[config.mk]
export PLATFORM = sky130hd
export DESIGN_NAME = serial_frame_receiver_top_flat
export DESIGN_NICKNAME = d
export VERILOG_FILES = /design/src/hdl/sfr_pkg.sv /design/src/hdl/sfr_if.sv /design/src/hdl/sfr_cfg_regs.sv /design/src/hdl/sfr_parser.sv /design/src/hdl/sfr_out_stage.sv /design/src/hdl/serial_frame_receiver_top.sv /design/src/flat_wrapper.sv
export SDC_FILE = /design/constraint.sdc
export NUM_CORES = 1
export LEC_CHECK = 0
export ABC_AREA = 1
export BUFFER_PORTS_ARGS = -buffer_cell sky130_fd_sc_hd__buf_2
export CORE_MARGIN = 2
export CORE_UTILIZATION = 55
export DETAILED_ROUTE_END_ITERATION = 7
export PLACE_DENSITY = 0.84
export SKIP_LAST_GASP = 1
export SLEW_MARGIN = 20
export SYNTH_ARGS = -nofsm -noshare
export SYNTH_HDL_FRONTEND = slang
export SYNTH_HIERARCHICAL = 1
export SYNTH_SLANG_ARGS = --single-unit
[constraint.sdc]
create_clock -name clk_i -period 3.49 [get_ports clk_i]
set_input_delay 0.349 -clock clk_i [delete_from_list [all_inputs] [get_ports clk_i]]
set_output_delay 0.349 -clock clk_i [all_outputs]
set_load 0.05 [all_outputs]
[src/hdl/sfr_pkg.sv]
// shared types and constants for the serial frame receiver
package sfr_pkg;

  localparam int unsigned MaxFrameSize  = 2048;
  localparam int unsigned FrameOverhead = 7;
  localparam int unsigned CheckOffset   = 5;

  localparam int unsigned ByteW   = 8;
  localparam int unsigned SizeW   = 16;
  localparam int unsigned IndexW  = 11;
  localparam int unsigned StatusW = 4;
  localparam int unsigned CfgIdxW = 2;

  localparam logic [ByteW-1:0] StartByteRst = 8'd2;
  localparam logic [ByteW-1:0] EndByteRst   = 8'd3;

  typedef enum logic [CfgIdxW-1:0] {
    CFG_START_BYTE = 2'd0,
    CFG_END_BYTE   = 2'd1
  } cfg_idx_e;

  typedef enum logic [StatusW-1:0] {
    ST_SKIP        = 4'd0,
    ST_HEADER      = 4'd1,
    ST_PAYLOAD     = 4'd2,
    ST_DONE        = 4'd3,
    ST_BAD_SIZE    = 4'd4,
    ST_BAD_TYPE    = 4'd5,
    ST_BAD_CHECK   = 4'd6,
    ST_BAD_VERSION = 4'd7,
    ST_BAD_END     = 4'd8
  } status_e;

  typedef enum logic [7:0] {
    PH_HUNT    = 8'b0000_0001,
    PH_SIZE_HI = 8'b0000_0010,
    PH_SIZE_LO = 8'b0000_0100,
    PH_TYPE    = 8'b0000_1000,
    PH_CHECK   = 8'b0001_0000,
    PH_VERSION = 8'b0010_0000,
    PH_PAYLOAD = 8'b0100_0000,
    PH_END     = 8'b1000_0000
  } phase_e;

  typedef struct packed {
    status_e            status;
    logic [ByteW-1:0]   payload_byte;
    logic [IndexW-1:0]  payload_index;
    logic [ByteW-1:0]   frame_type;
    logic [ByteW-1:0]   frame_version;
  } result_t;

endpackage

[src/hdl/sfr_if.sv]
// channel interfaces: received bytes, parse results and register writes
interface sfr_byte_if;
  import sfr_pkg::*;
  logic             valid;
  logic             ready;
  logic [ByteW-1:0] rx_byte;
  modport source (output valid, output rx_byte, input ready);
  modport sink   (input valid, input rx_byte, output ready);
endinterface

interface sfr_result_if;
  import sfr_pkg::*;
  logic               valid;
  logic               ready;
  logic [StatusW-1:0] status;
  logic [ByteW-1:0]   payload_byte;
  logic [IndexW-1:0]  payload_index;
  logic [ByteW-1:0]   frame_type;
  logic [ByteW-1:0]   frame_version;
  modport source (output valid, output status, output payload_byte, output payload_index,
                  output frame_type, output frame_version, input ready);
  modport sink   (input valid, input status, input payload_byte, input payload_index,
                  input frame_type, input frame_version, output ready);
endinterface

interface sfr_cfg_if;
  import sfr_pkg::*;
  logic               valid;
  logic               ready;
  logic [CfgIdxW-1:0] index;
  logic [ByteW-1:0]   data;
  modport source (output valid, output index, output data, input ready);
  modport sink   (input valid, input index, input data, output ready);
endinterface

[src/hdl/sfr_cfg_regs.sv]
// start and end byte configuration registers
module sfr_cfg_regs import sfr_pkg::*; (
  input  logic               clk_i,
  input  logic               rst_ni,
  input  logic               wr_valid_i,
  input  logic [CfgIdxW-1:0] wr_index_i,
  input  logic [ByteW-1:0]   wr_data_i,
  output logic               wr_ready_o,
  output logic [ByteW-1:0]   start_byte_o,
  output logic [ByteW-1:0]   end_byte_o
);

  logic [ByteW-1:0] start_byte_q, start_byte_d;
  logic [ByteW-1:0] end_byte_q, end_byte_d;

  assign wr_ready_o = 1'b1;

  always_comb begin
    start_byte_d = start_byte_q;
    end_byte_d   = end_byte_q;
    if (wr_valid_i) begin
      unique case (wr_index_i)
        CFG_START_BYTE: start_byte_d = wr_data_i;
        CFG_END_BYTE:   end_byte_d   = wr_data_i;
        default: ;
      endcase
    end
  end

  always_ff @(posedge clk_i or negedge rst_ni) begin
    if (!rst_ni) begin
      start_byte_q <= StartByteRst;
      end_byte_q   <= EndByteRst;
    end else begin
      start_byte_q <= start_byte_d;
      end_byte_q   <= end_byte_d;
    end
  end

  assign start_byte_o = start_byte_q;
  assign end_byte_o   = end_byte_q;

endmodule

[src/hdl/sfr_parser.sv]
// frame phase machine: one byte per step, one result per byte
module sfr_parser import sfr_pkg::*; #(
  parameter int unsigned MAX_FRAME_SIZE = MaxFrameSize
) (
  input  logic             clk_i,
  input  logic             rst_ni,
  input  logic             step_i,
  input  logic [ByteW-1:0] rx_byte_i,
  input  logic [ByteW-1:0] start_byte_i,
  input  logic [ByteW-1:0] end_byte_i,
  output result_t          result_o
);

  localparam logic [SizeW:0] MaxSize  = (SizeW+1)'(MAX_FRAME_SIZE);
  localparam logic [SizeW:0] Overhead = (SizeW+1)'(FrameOverhead);

  phase_e           phase_q, phase_d;
  logic [ByteW-1:0] size_high_q, size_high_d;
  logic [SizeW-1:0] frame_size_q, frame_size_d;
  logic [SizeW-1:0] byte_count_q, byte_count_d;
  logic [ByteW-1:0] type_q, type_d;
  logic [ByteW-1:0] version_q, version_d;

  logic [SizeW-1:0] size_word;
  logic [ByteW:0]   check_sum;
  logic [SizeW-1:0] count_inc;
  logic             payload_last;
  logic             finish;
  result_t          res;

  assign size_word    = {size_high_q, rx_byte_i};
  assign check_sum    = {1'b0, type_q} + (ByteW+1)'(CheckOffset);
  assign count_inc    = byte_count_q + SizeW'(1);
  assign payload_last = ({1'b0, count_inc} + Overhead) >= {1'b0, frame_size_q};

  always_comb begin
    phase_d      = phase_q;
    size_high_d  = size_high_q;
    frame_size_d = frame_size_q;
    byte_count_d = byte_count_q;
    type_d       = type_q;
    version_d    = version_q;
    finish       = 1'b0;
    res.status        = ST_HEADER;
    res.payload_byte  = '0;
    res.payload_index = '0;

    unique case (phase_q)
      PH_HUNT: begin
        if (rx_byte_i == start_byte_i) phase_d = PH_SIZE_HI;
        else res.status = ST_SKIP;
      end
      PH_SIZE_HI: begin
        size_high_d = rx_byte_i;
        phase_d     = PH_SIZE_LO;
      end
      PH_SIZE_LO: begin
        frame_size_d = size_word;
        if ({1'b0, size_word} < Overhead || {1'b0, size_word} > MaxSize) begin
          res.status = ST_BAD_SIZE;
          finish     = 1'b1;
        end else begin
          phase_d = PH_TYPE;
        end
      end
      PH_TYPE: begin
        type_d = rx_byte_i;
        if (rx_byte_i == '0) begin
          res.status = ST_BAD_TYPE;
          finish     = 1'b1;
        end else begin
          phase_d = PH_CHECK;
        end
      end
      PH_CHECK: begin
        // the sum is not wrapped, so a type of 251 or more never matches
        if ({1'b0, rx_byte_i} != check_sum) begin
          res.status = ST_BAD_CHECK;
          finish     = 1'b1;
        end else begin
          phase_d = PH_VERSION;
        end
      end
      PH_VERSION: begin
        version_d = rx_byte_i;
        if (rx_byte_i == '0) begin
          res.status = ST_BAD_VERSION;
          finish     = 1'b1;
        end else if ({1'b0, frame_size_q} == Overhead) begin
          phase_d = PH_END;
        end else begin
          phase_d = PH_PAYLOAD;
        end
      end
      PH_PAYLOAD: begin
        res.status        = ST_PAYLOAD;
        res.payload_byte  = rx_byte_i;
        res.payload_index = byte_count_q[IndexW-1:0];
        byte_count_d      = count_inc;
        if (payload_last) phase_d = PH_END;
      end
      PH_END: begin
        if (rx_byte_i == end_byte_i) begin
          res.status        = ST_DONE;
          res.payload_index = byte_count_q[IndexW-1:0];
        end else begin
          res.status = ST_BAD_END;
        end
        finish = 1'b1;
      end
      default: begin
        res.status = ST_SKIP;
        finish     = 1'b1;
      end
    endcase

    // header values as updated by this byte, cleared on a skipped byte
    if (res.status == ST_SKIP) begin
      res.frame_type    = '0;
      res.frame_version = '0;
    end else begin
      res.frame_type    = type_d;
      res.frame_version = version_d;
    end

    if (finish) begin
      phase_d      = PH_HUNT;
      size_high_d  = '0;
      frame_size_d = '0;
      byte_count_d = '0;
      type_d       = '0;
      version_d    = '0;
    end
  end

  always_ff @(posedge clk_i or negedge rst_ni) begin
    if (!rst_ni) begin
      phase_q      <= PH_HUNT;
      size_high_q  <= '0;
      frame_size_q <= '0;
      byte_count_q <= '0;
      type_q       <= '0;
      version_q    <= '0;
    end else if (step_i) begin
      phase_q      <= phase_d;
      size_high_q  <= size_high_d;
      frame_size_q <= frame_size_d;
      byte_count_q <= byte_count_d;
      type_q       <= type_d;
      version_q    <= version_d;
    end
  end

  assign result_o = res;

endmodule

[src/hdl/sfr_out_stage.sv]
// result register with valid flag; refills in the cycle it is emptied
module sfr_out_stage import sfr_pkg::*; (
  input  logic    clk_i,
  input  logic    rst_ni,
  input  logic    load_i,
  input  result_t result_i,
  input  logic    out_ready_i,
  output logic    can_load_o,
  output logic    out_valid_o,
  output result_t result_o
);

  logic    valid_q, valid_d;
  result_t result_q;

  assign can_load_o = !valid_q || out_ready_i;

  always_comb begin
    valid_d = valid_q;
    if (load_i) valid_d = 1'b1;
    else if (out_ready_i) valid_d = 1'b0;
  end

  always_ff @(posedge clk_i or negedge rst_ni) begin
    if (!rst_ni) valid_q <= 1'b0;
    else valid_q <= valid_d;
  end

  always_ff @(posedge clk_i) begin
    if (load_i) result_q <= result_i;
  end

  assign out_valid_o = valid_q;
  assign result_o    = result_q;

endmodule

[src/hdl/serial_frame_receiver_top.sv]
// serial frame receiver top level
//
//   channel  dir  payload                                            accepted when
//   rx_i     in   rx_byte                                            valid & ready
//   res_o    out  status, payload_byte, payload_index, type, version valid & ready
//   cfg_i    in   index (0 start byte, 1 end byte), data             valid & ready
//
// one byte per cycle while rx ready is high; each byte gives one result in the cycle after it is taken
// the phase machine updates in the cycle of acceptance, the result register follows
// rx ready drops only while the result register is full and res ready is low
// reset selects the hunting phase, start byte 2 and end byte 3
module serial_frame_receiver_top import sfr_pkg::*; #(
  parameter int unsigned MAX_FRAME_SIZE = MaxFrameSize
) (
  input  logic  clk_i,
  input  logic  rst_ni,
  sfr_byte_if.sink     rx_i,
  sfr_result_if.source res_o,
  sfr_cfg_if.sink      cfg_i
);

  logic             step;
  logic             can_load;
  logic [ByteW-1:0] start_byte;
  logic [ByteW-1:0] end_byte;
  result_t          parse_res;
  result_t          out_res;

  assign rx_i.ready = can_load;
  assign step       = rx_i.valid && can_load;

  sfr_cfg_regs u_cfg (
    .clk_i        (clk_i),
    .rst_ni       (rst_ni),
    .wr_valid_i   (cfg_i.valid),
    .wr_index_i   (cfg_i.index),
    .wr_data_i    (cfg_i.data),
    .wr_ready_o   (cfg_i.ready),
    .start_byte_o (start_byte),
    .end_byte_o   (end_byte)
  );

  sfr_parser #(
    .MAX_FRAME_SIZE (MAX_FRAME_SIZE)
  ) u_parser (
    .clk_i        (clk_i),
    .rst_ni       (rst_ni),
    .step_i       (step),
    .rx_byte_i    (rx_i.rx_byte),
    .start_byte_i (start_byte),
    .end_byte_i   (end_byte),
    .result_o     (parse_res)
  );

  sfr_out_stage u_out (
    .clk_i       (clk_i),
    .rst_ni      (rst_ni),
    .load_i      (step),
    .result_i    (parse_res),
    .out_ready_i (res_o.ready),
    .can_load_o  (can_load),
    .out_valid_o (res_o.valid),
    .result_o    (out_res)
  );

  assign res_o.status        = out_res.status;
  assign res_o.payload_byte  = out_res.payload_byte;
  assign res_o.payload_index = out_res.payload_index;
  assign res_o.frame_type    = out_res.frame_type;
  assign res_o.frame_version = out_res.frame_version;

endmodule
[src/flat_wrapper.sv]
// flat-port wrapper written by rule: the top's interface ports become plain ports
module serial_frame_receiver_top_flat import sfr_pkg::*;
#(
  parameter int unsigned MAX_FRAME_SIZE = MaxFrameSize
)
  (clk_i, rst_ni, rx_i_valid, rx_i_rx_byte, rx_i_ready, res_o_valid, res_o_status, res_o_payload_byte, res_o_payload_index, res_o_frame_type, res_o_frame_version, res_o_ready, cfg_i_valid, cfg_i_index, cfg_i_data, cfg_i_ready);
  sfr_byte_if rx_i_i ();
  sfr_result_if res_o_i ();
  sfr_cfg_if cfg_i_i ();
  input  logic clk_i;
  input  logic rst_ni;
  input wire logic [$bits(rx_i_i.valid)-1:0] rx_i_valid;
  input wire logic [$bits(rx_i_i.rx_byte)-1:0] rx_i_rx_byte;
  output wire logic [$bits(rx_i_i.ready)-1:0] rx_i_ready;
  output wire logic [$bits(res_o_i.valid)-1:0] res_o_valid;
  output wire logic [$bits(res_o_i.status)-1:0] res_o_status;
  output wire logic [$bits(res_o_i.payload_byte)-1:0] res_o_payload_byte;
  output wire logic [$bits(res_o_i.payload_index)-1:0] res_o_payload_index;
  output wire logic [$bits(res_o_i.frame_type)-1:0] res_o_frame_type;
  output wire logic [$bits(res_o_i.frame_version)-1:0] res_o_frame_version;
  input wire logic [$bits(res_o_i.ready)-1:0] res_o_ready;
  input wire logic [$bits(cfg_i_i.valid)-1:0] cfg_i_valid;
  input wire logic [$bits(cfg_i_i.index)-1:0] cfg_i_index;
  input wire logic [$bits(cfg_i_i.data)-1:0] cfg_i_data;
  output wire logic [$bits(cfg_i_i.ready)-1:0] cfg_i_ready;
  assign rx_i_i.valid = rx_i_valid;
  assign rx_i_i.rx_byte = rx_i_rx_byte;
  assign rx_i_ready = rx_i_i.ready;
  assign res_o_valid = res_o_i.valid;
  assign res_o_status = res_o_i.status;
  assign res_o_payload_byte = res_o_i.payload_byte;
  assign res_o_payload_index = res_o_i.payload_index;
  assign res_o_frame_type = res_o_i.frame_type;
  assign res_o_frame_version = res_o_i.frame_version;
  assign res_o_i.ready = res_o_ready;
  assign cfg_i_i.valid = cfg_i_valid;
  assign cfg_i_i.index = cfg_i_index;
  assign cfg_i_i.data = cfg_i_data;
  assign cfg_i_ready = cfg_i_i.ready;
  serial_frame_receiver_top #(.MAX_FRAME_SIZE(MAX_FRAME_SIZE)) u_core (.clk_i(clk_i), .rst_ni(rst_ni), .rx_i(rx_i_i), .res_o(res_o_i), .cfg_i(cfg_i_i));
endmodule
* Word-level counts from Yosys, hierarchy flattened
Cells that the tools add are included.
** Word-level totals
- Register bits after elaboration :: 120
- Input bits :: 23
- Output and inout bits :: 42
- Logic and storage cells :: 93
** Cells by class
- Add/subtract/negate cells :: 3
- Order comparisons :: 3
- Equal/unequal tests :: 19
- Muxes and demuxes :: 34
- Reductions and logical operators :: 20
** Operator list (count)
- $mux W8 :: 14
- $mux W16 :: 4
- $pmux W8 S7 :: 1
- $pmux W4 S8 :: 1
- $pmux W11 S2 :: 1
- $ne A3 B3 Y1 const B :: 6
- $add A16 B3 Y17 const B :: 1
- $ge A17 B16 Y1 :: 1
- $add A16 B1 Y16 const B :: 1
- $eq A16 B3 Y1 const B :: 1
- $eq A8 B8 Y1 :: 2
- $gt A16 B12 Y1 const B :: 1
- $lt A16 B3 Y1 const B :: 1
- $mux W3 :: 4
- $mux W11 :: 1
- $reduce_and A2 Y1 :: 5
- $add A8 B3 Y9 const B :: 1
- $ne A8 B9 Y1 :: 1
- $eq A8 B1 Y1 const B :: 1
- $eq A8 B2 Y1 const B :: 1
- $eq A8 B3 Y1 const B :: 1
- $eq A8 B4 Y1 const B :: 1
- $eq A8 B5 Y1 const B :: 1
- $eq A8 B6 Y1 const B :: 1
- other kinds (17) :: 26

* Logic depth before layout (Yosys ltp)
- Word-level depth :: 6
- Gate-level depth with buffers :: 26
- Mapped depth without buffers :: 26

* Hierarchy
The synthesis kept the hierarchy.
** By module, submodules not included
- sfr_parser :: instances 1, cells an instance 736, area an instance 5078.6 µm², sequential area each 1602.8 µm²
- sfr_out_stage :: instances 1, cells an instance 44, area an instance 1216.2 µm², sequential area each 1196.1 µm²
- sfr_cfg_regs :: instances 1, cells an instance 73, area an instance 710.7 µm², sequential area each 404.1 µm²
- serial_frame_receiver_top :: instances 1, cells an instance 2, area an instance 7.5 µm², sequential area each 0.0 µm²

* Worst setup path before layout
Ideal clock, no wire load.
- Path kind :: flip-flop to flip-flop
- Start :: reg u_core.u_out.valid_q, in the netlist u_core/u_out/out_valid_o
- End :: reg u_core.u_parser.byte_count_q[12]
- Library setup time :: 0.065 ns
- Arrival :: 3.005 ns
- Data required time :: 3.425 ns
- Setup slack :: 0.420 ns
- Stages on the path, launching flop included :: 9
- Path through :: dfrtp_1 nand2_2 nand2_1 inv_1 clkinv_1 nor2_1 clkbuf_1 nand2_1 nand2_1
** On the way
- Cells in the longest elaborated chain, start to end :: 4
** RTL lines
- start, declared :: line sfr_out_stage.sv:13 : logic valid_q, valid_d;
- start signal, assigned :: line sfr_out_stage.sv:26 : else valid_q <= valid_d;
- $logic_not A1 Y1 :: line sfr_out_stage.sv:16 : assign can_load_o = !valid_q || out_ready_i;
- $logic_or A1 B1 Y1 :: line sfr_out_stage.sv:16
- via rx_i_ready :: line flat_wrapper.sv:14 : output wire logic [$bits(rx_i_i.ready)-1:0] rx_i_ready;
- $logic_and A1 B1 Y1 :: line serial_frame_receiver_top.sv:30 : assign step = rx_i.valid && can_load;
- via u_core.step :: line serial_frame_receiver_top.sv:22 : logic step;
- $reduce_and A2 Y1 (no source line)
- end signal, assigned :: line sfr_parser.sv:148 : byte_count_q <= byte_count_d;
- end, declared :: line sfr_parser.sv:20 : logic [SizeW-1:0] byte_count_q, byte_count_d;
The timed path passes the listed nets, and every way through them passes these cells.
A chain may end at the register's enable or synchronous reset.

* Worst setup path in the final report
- Start :: reg u_core.u_parser.byte_count_q[0]
- End :: reg u_core.u_parser.phase_q[5]
** On the way
- Cells in the longest elaborated chain, start to end :: 5
** RTL lines
- $add A16 B1 Y16 :: line sfr_parser.sv:33 : assign count_inc = byte_count_q + SizeW'(1);
- $add A16 B3 Y17 :: line sfr_parser.sv:34 : assign payload_last = ({1'b0, count_inc} + Overhead) >= {1'b0, frame_size_q};
- $ge A17 B16 Y1 :: line sfr_parser.sv:34
- $ne A3 B3 Y1 (no source line)
- $reduce_and A8 Y1 (no source line)
- end signal, assigned :: line sfr_parser.sv:145 : phase_q <= phase_d;
- end, declared :: line sfr_parser.sv:17 : phase_e phase_q, phase_d;
Every way passes these cells.

==> summary.txt <==
Timing
  • TNS Setup: 0 ns
  • Final worst slack: just over 0.3 ns
  • Fin. Hold Viols: 21
  • Maximum clock rate: about 310 MHz
  • Final Skew: between 0.009 and 0.01 ns
  • Max transition margin: between 40 and 50%
  • Hold Slack: -0.0470 ns
  • Crit path time final: roughly 3.2 ns
  • Worst-Margin Slew: between 0.8 and 0.9 ns
  • Final Max Slew Viols: 0
  • Final setup violation count: 0
  • Final Cycle Share: a little over 90%

CTS
  • CTS Buffer Depth: 2
  • Clk_lat worst skew: between 0.4 and 0.5 ns
  • Clock Sink Count: 120
  • Root Buffer: clkbuf_16
  • CTS tree: done
  • CTS H-Tree Depth: 4
  • Cts bufs inserted: 17
  • Worst-path clk slew: roughly 0.06 ns

Routing
  • DR vias/cell: approximately 5.4
  • DRT iter0 DRCs: between 600 and 700
  • Wire per inst: about 14 um
  • Number of remaining DRC errors: 0
  • TritonRoute pass-1 iters: 7
  • Total vias in the final route: 5,931
  • Final WL: 15.9 mm
  • Antenna Nets Post-Route: 0

Cells and area
  • Filler cell count: about 1,000
  • Commonest non-fill, non-tap cell in the layout: nand2_1
  • Most frequent cells in the layout: nand2_1, inv_1, dfrtp_1
  • Area occupied by multi-input gates: ~0.0033 mm^2
  • Area Overhead vs Synth: 15.1%
  • Share of the core filled with cells: around 64%
  • Diode count: 0
  • Register area: between 0.003 and 0.004 mm^2
  • Layout cells sized above 1: between 10% and 20%
  • Nets: approximately 960
  • Final instance area: 0.00807 mm^2
  • Non-filler cells in the finished layout: roughly 1,100

Placed design
  • Area after DPL: ~0.0074 mm^2
  • Buffers on Ports: 63
  • RD Place Congestion: roughly 0.86
  • Setup WS pre-CTS: around 0.15 ns
  • Dpl cells: approximately 1,100
  • Detailed placer's ending HPWL: roughly 11 mm

Die
  • Die area: ~0.014 mm^2
  • Row cnt: between 40 and 50
  • Vert. Die Dim: between 100 and 150 um
  • Core ar.: approximately 0.013 mm^2
  • Die width: 117 um
  • Ports: 65
  • Starting Density: a little under three fifths

Setup path
  • CP arrival: 3.49 ns
  • Reg2reg start: u_core/u_parser/byte_count_q[0]$_DFFE_PN0P_
  • Crit path kind: reg -> reg
  • Crit. End Element: flop
  • Setup crit start kind: flop
  • Reg2Reg Depth: 24
  • Worst R2R End: u_core/u_parser/phase_q[5]$_DFFE_PN0P_
  • R2r setup slk: 0.31 ns
  • Worst EP required: about 3.8 ns
  • Largest fanout on the critical path: 9

Synthesis
  • Ys flop type: dfrtp_1
  • Synthesized area per cell: 8.20 um^2
  • Post-synth EDFFs: 39
  • Mapped cell area: about 0.007 mm^2
  • Sequential area share after synthesis: between 40% and 50%
  • Number of library cell types mapped by synthesis: 47
  • Mapped Nets: 897
  • Seq cells post-synth: 120
  • Fraction of registers with async set/reset: about two thirds
  • Synth Warn #: 6
  • Mapped Cells: approximately 860

Global routing
  • Total track usage: about a quarter
  • Vias in the first global route: ~5,700
  • Grt ovf: 0
  • Initial antenna violation count: 0
  • Largest net degree at the start of global routing: a little over 80
  • First-pass GRT wire length: between 20 and 30 mm

Power and ir drop
  • Peak supply drop: 0.381 mV
  • PD cells: 523 mW/mm^2
  • Pleak: ~3.8 nW
  • Total power: approximately 4.2 mW

Run status
  • Violated checks: negative hold slack
  • Status: complete, but fails checks

Min path
  • Hold Path Class: in -> async

Job
  • Maxcap violations: 0
area by class of cell:
class	instances	area share, %
multi-input combinational	609	41.1
sequential	120	39.7
clock buffer	21	5.71
timing repair buffer	70	4.64
inverter	98	4.61
tap	172	2.67
clock inverter	11	1.60
flip-flops by register name, indices dropped and copies added, names as in the netlist:
| signal | cells |
|---|---|
| u_core/u_out/result_o | 39 |
| u_core/u_parser/byte_count_q | 16 |
| u_core/u_parser/frame_size_q | 16 |
| u_core/u_cfg/end_byte_o | 8 |
| u_core/u_cfg/start_byte_o | 8 |
| u_core/u_parser/phase_q | 8 |
| u_core/u_parser/size_high_q | 8 |
| u_core/u_parser/type_q | 8 |
| u_core/u_parser/version_q | 8 |
| u_core/u_out/out_valid_o | 1 |
cells in the mapped netlist, types with 5 or more instances:
library cell / number / share of area (%)
dfrtp_1: 77 / 27
a21boi_0: 6 / 0.64
inv_2: 10 / 0.54
o21ai_0: 29 / 2.1
buf_6: 6 / 0.96
o21ai_1: 12 / 0.86
nand2_4: 5 / 0.80
nand3_1: 56 / 4.0
edfxtp_1: 39 / 17
nand2_2: 15 / 1.3
a21boi_2: 10 / 1.6
xnor2_1: 14 / 1.7
nand2_1: 267 / 14
clkbuf_1: 9 / 0.48
inv_1: 85 / 4.5
nand3_2: 6 / 0.86
nor4_1: 6 / 0.54
nor2_4: 8 / 1.3
nor3_1: 7 / 0.50
nand4_1: 26 / 2.3
ha_1: 19 / 3.4
a21oi_1: 15 / 1.1
buf_2: 6 / 0.43
xor2_1: 27 / 3.4
nor2_1: 61 / 3.3
repair_timing:
item,4_1_cts,5_1_grt
hold buffers,0,0
hold endpoints to repair,0,0
endpoints found under the setup margin,0,8
buffers inserted,0,3
resized for setup,0,11
metal layers:
metal / global-route usage, % / routed length, um / vias to the layer above / share of wire, %
met3: 6.23 / 1180 / 33 / 7.4
li1: - / - / 2868 / -
met4: 11.2 / 277 / 0 / 1.7
met1: 33.5 / 6980 / 2773 / 44
met2: 39.7 / 7490 / 257 / 47
met5: 0 / 0 / - / 0
cells by family after synthesis:
kind of cell / after synthesis / synth area share (%)
AO/OA/AOI/OAI: 76 / 6.67
XOR/XNOR: 41 / 5.12
adder cells (fa/ha/maj): 19 / 3.39
buffers and inverters: 126 / 7.80
flip-flops: 120 / 45.7
other: 1 / 0.0535
AND/OR/NAND/NOR: 472 / 31.3
worst max path at each step:
stage / slack, ns / depth (start not counted) / startpoint / endpoint
2_1_floorplan: 0.42 / 8 / u_core/u_out/out_valid_o$_DFFE_PN0P_ / u_core/u_parser/byte_count_q[12]$_DFFE_PN0P_
3_3_place_gp: 0.28 / 22 / u_core/u_parser/byte_count_q[0]$_DFFE_PN0P_ / u_core/u_parser/phase_q[7]$_DFFE_PN0P_
3_5_place_dp: 0.15 / 22 / u_core/u_parser/byte_count_q[0]$_DFFE_PN0P_ / u_core/u_parser/phase_q[1]$_DFFE_PN0P_
4_1_cts: 0.14 / 22 / u_core/u_parser/byte_count_q[0]$_DFFE_PN0P_ / u_core/u_parser/phase_q[5]$_DFFE_PN0P_
5_1_grt: -0.007 / 23 / u_core/u_parser/byte_count_q[3]$_DFFE_PN0P_ / u_core/u_parser/phase_q[4]$_DFFE_PN0P_
6_report: 0.31 / 24 / u_core/u_parser/byte_count_q[0]$_DFFE_PN0P_ / u_core/u_parser/phase_q[5]$_DFFE_PN0P_
report_power, final:
part / total (mW) / switching, mW / internal (mW)
logic: 0.848 / 0.653 / 0.195
registers: 1.63 / 0.0694 / 1.56
clock network: 1.74 / 0.595 / 1.15
total: 4.22 / 1.32 / 2.90
worst max-delay path, stage by stage (launching register included):
cell and delay (ns):
dfrtp_2 0.42, buf_4 0.14, inv_2 0.07, nor2_4 0.16, nand2_1 0.08, nand2_2 0.12
nand2_1 0.06, nor2_1 0.17, nand3_1 0.13, nor2_2 0.14, inv_1 0.07, nor2_1 0.14
nand2_1 0.09, xor2_1 0.15, ha_1 0.27, nand2_1 0.06, inv_1 0.04, nand4_1 0.08
nor2_1 0.04, nor3_1 0.16, nand3_2 0.14, nand3_4 0.14, nand2_4 0.08, nand2_1 0.06
nand2_1 0.05
Power figures use the tool's default switching activity.
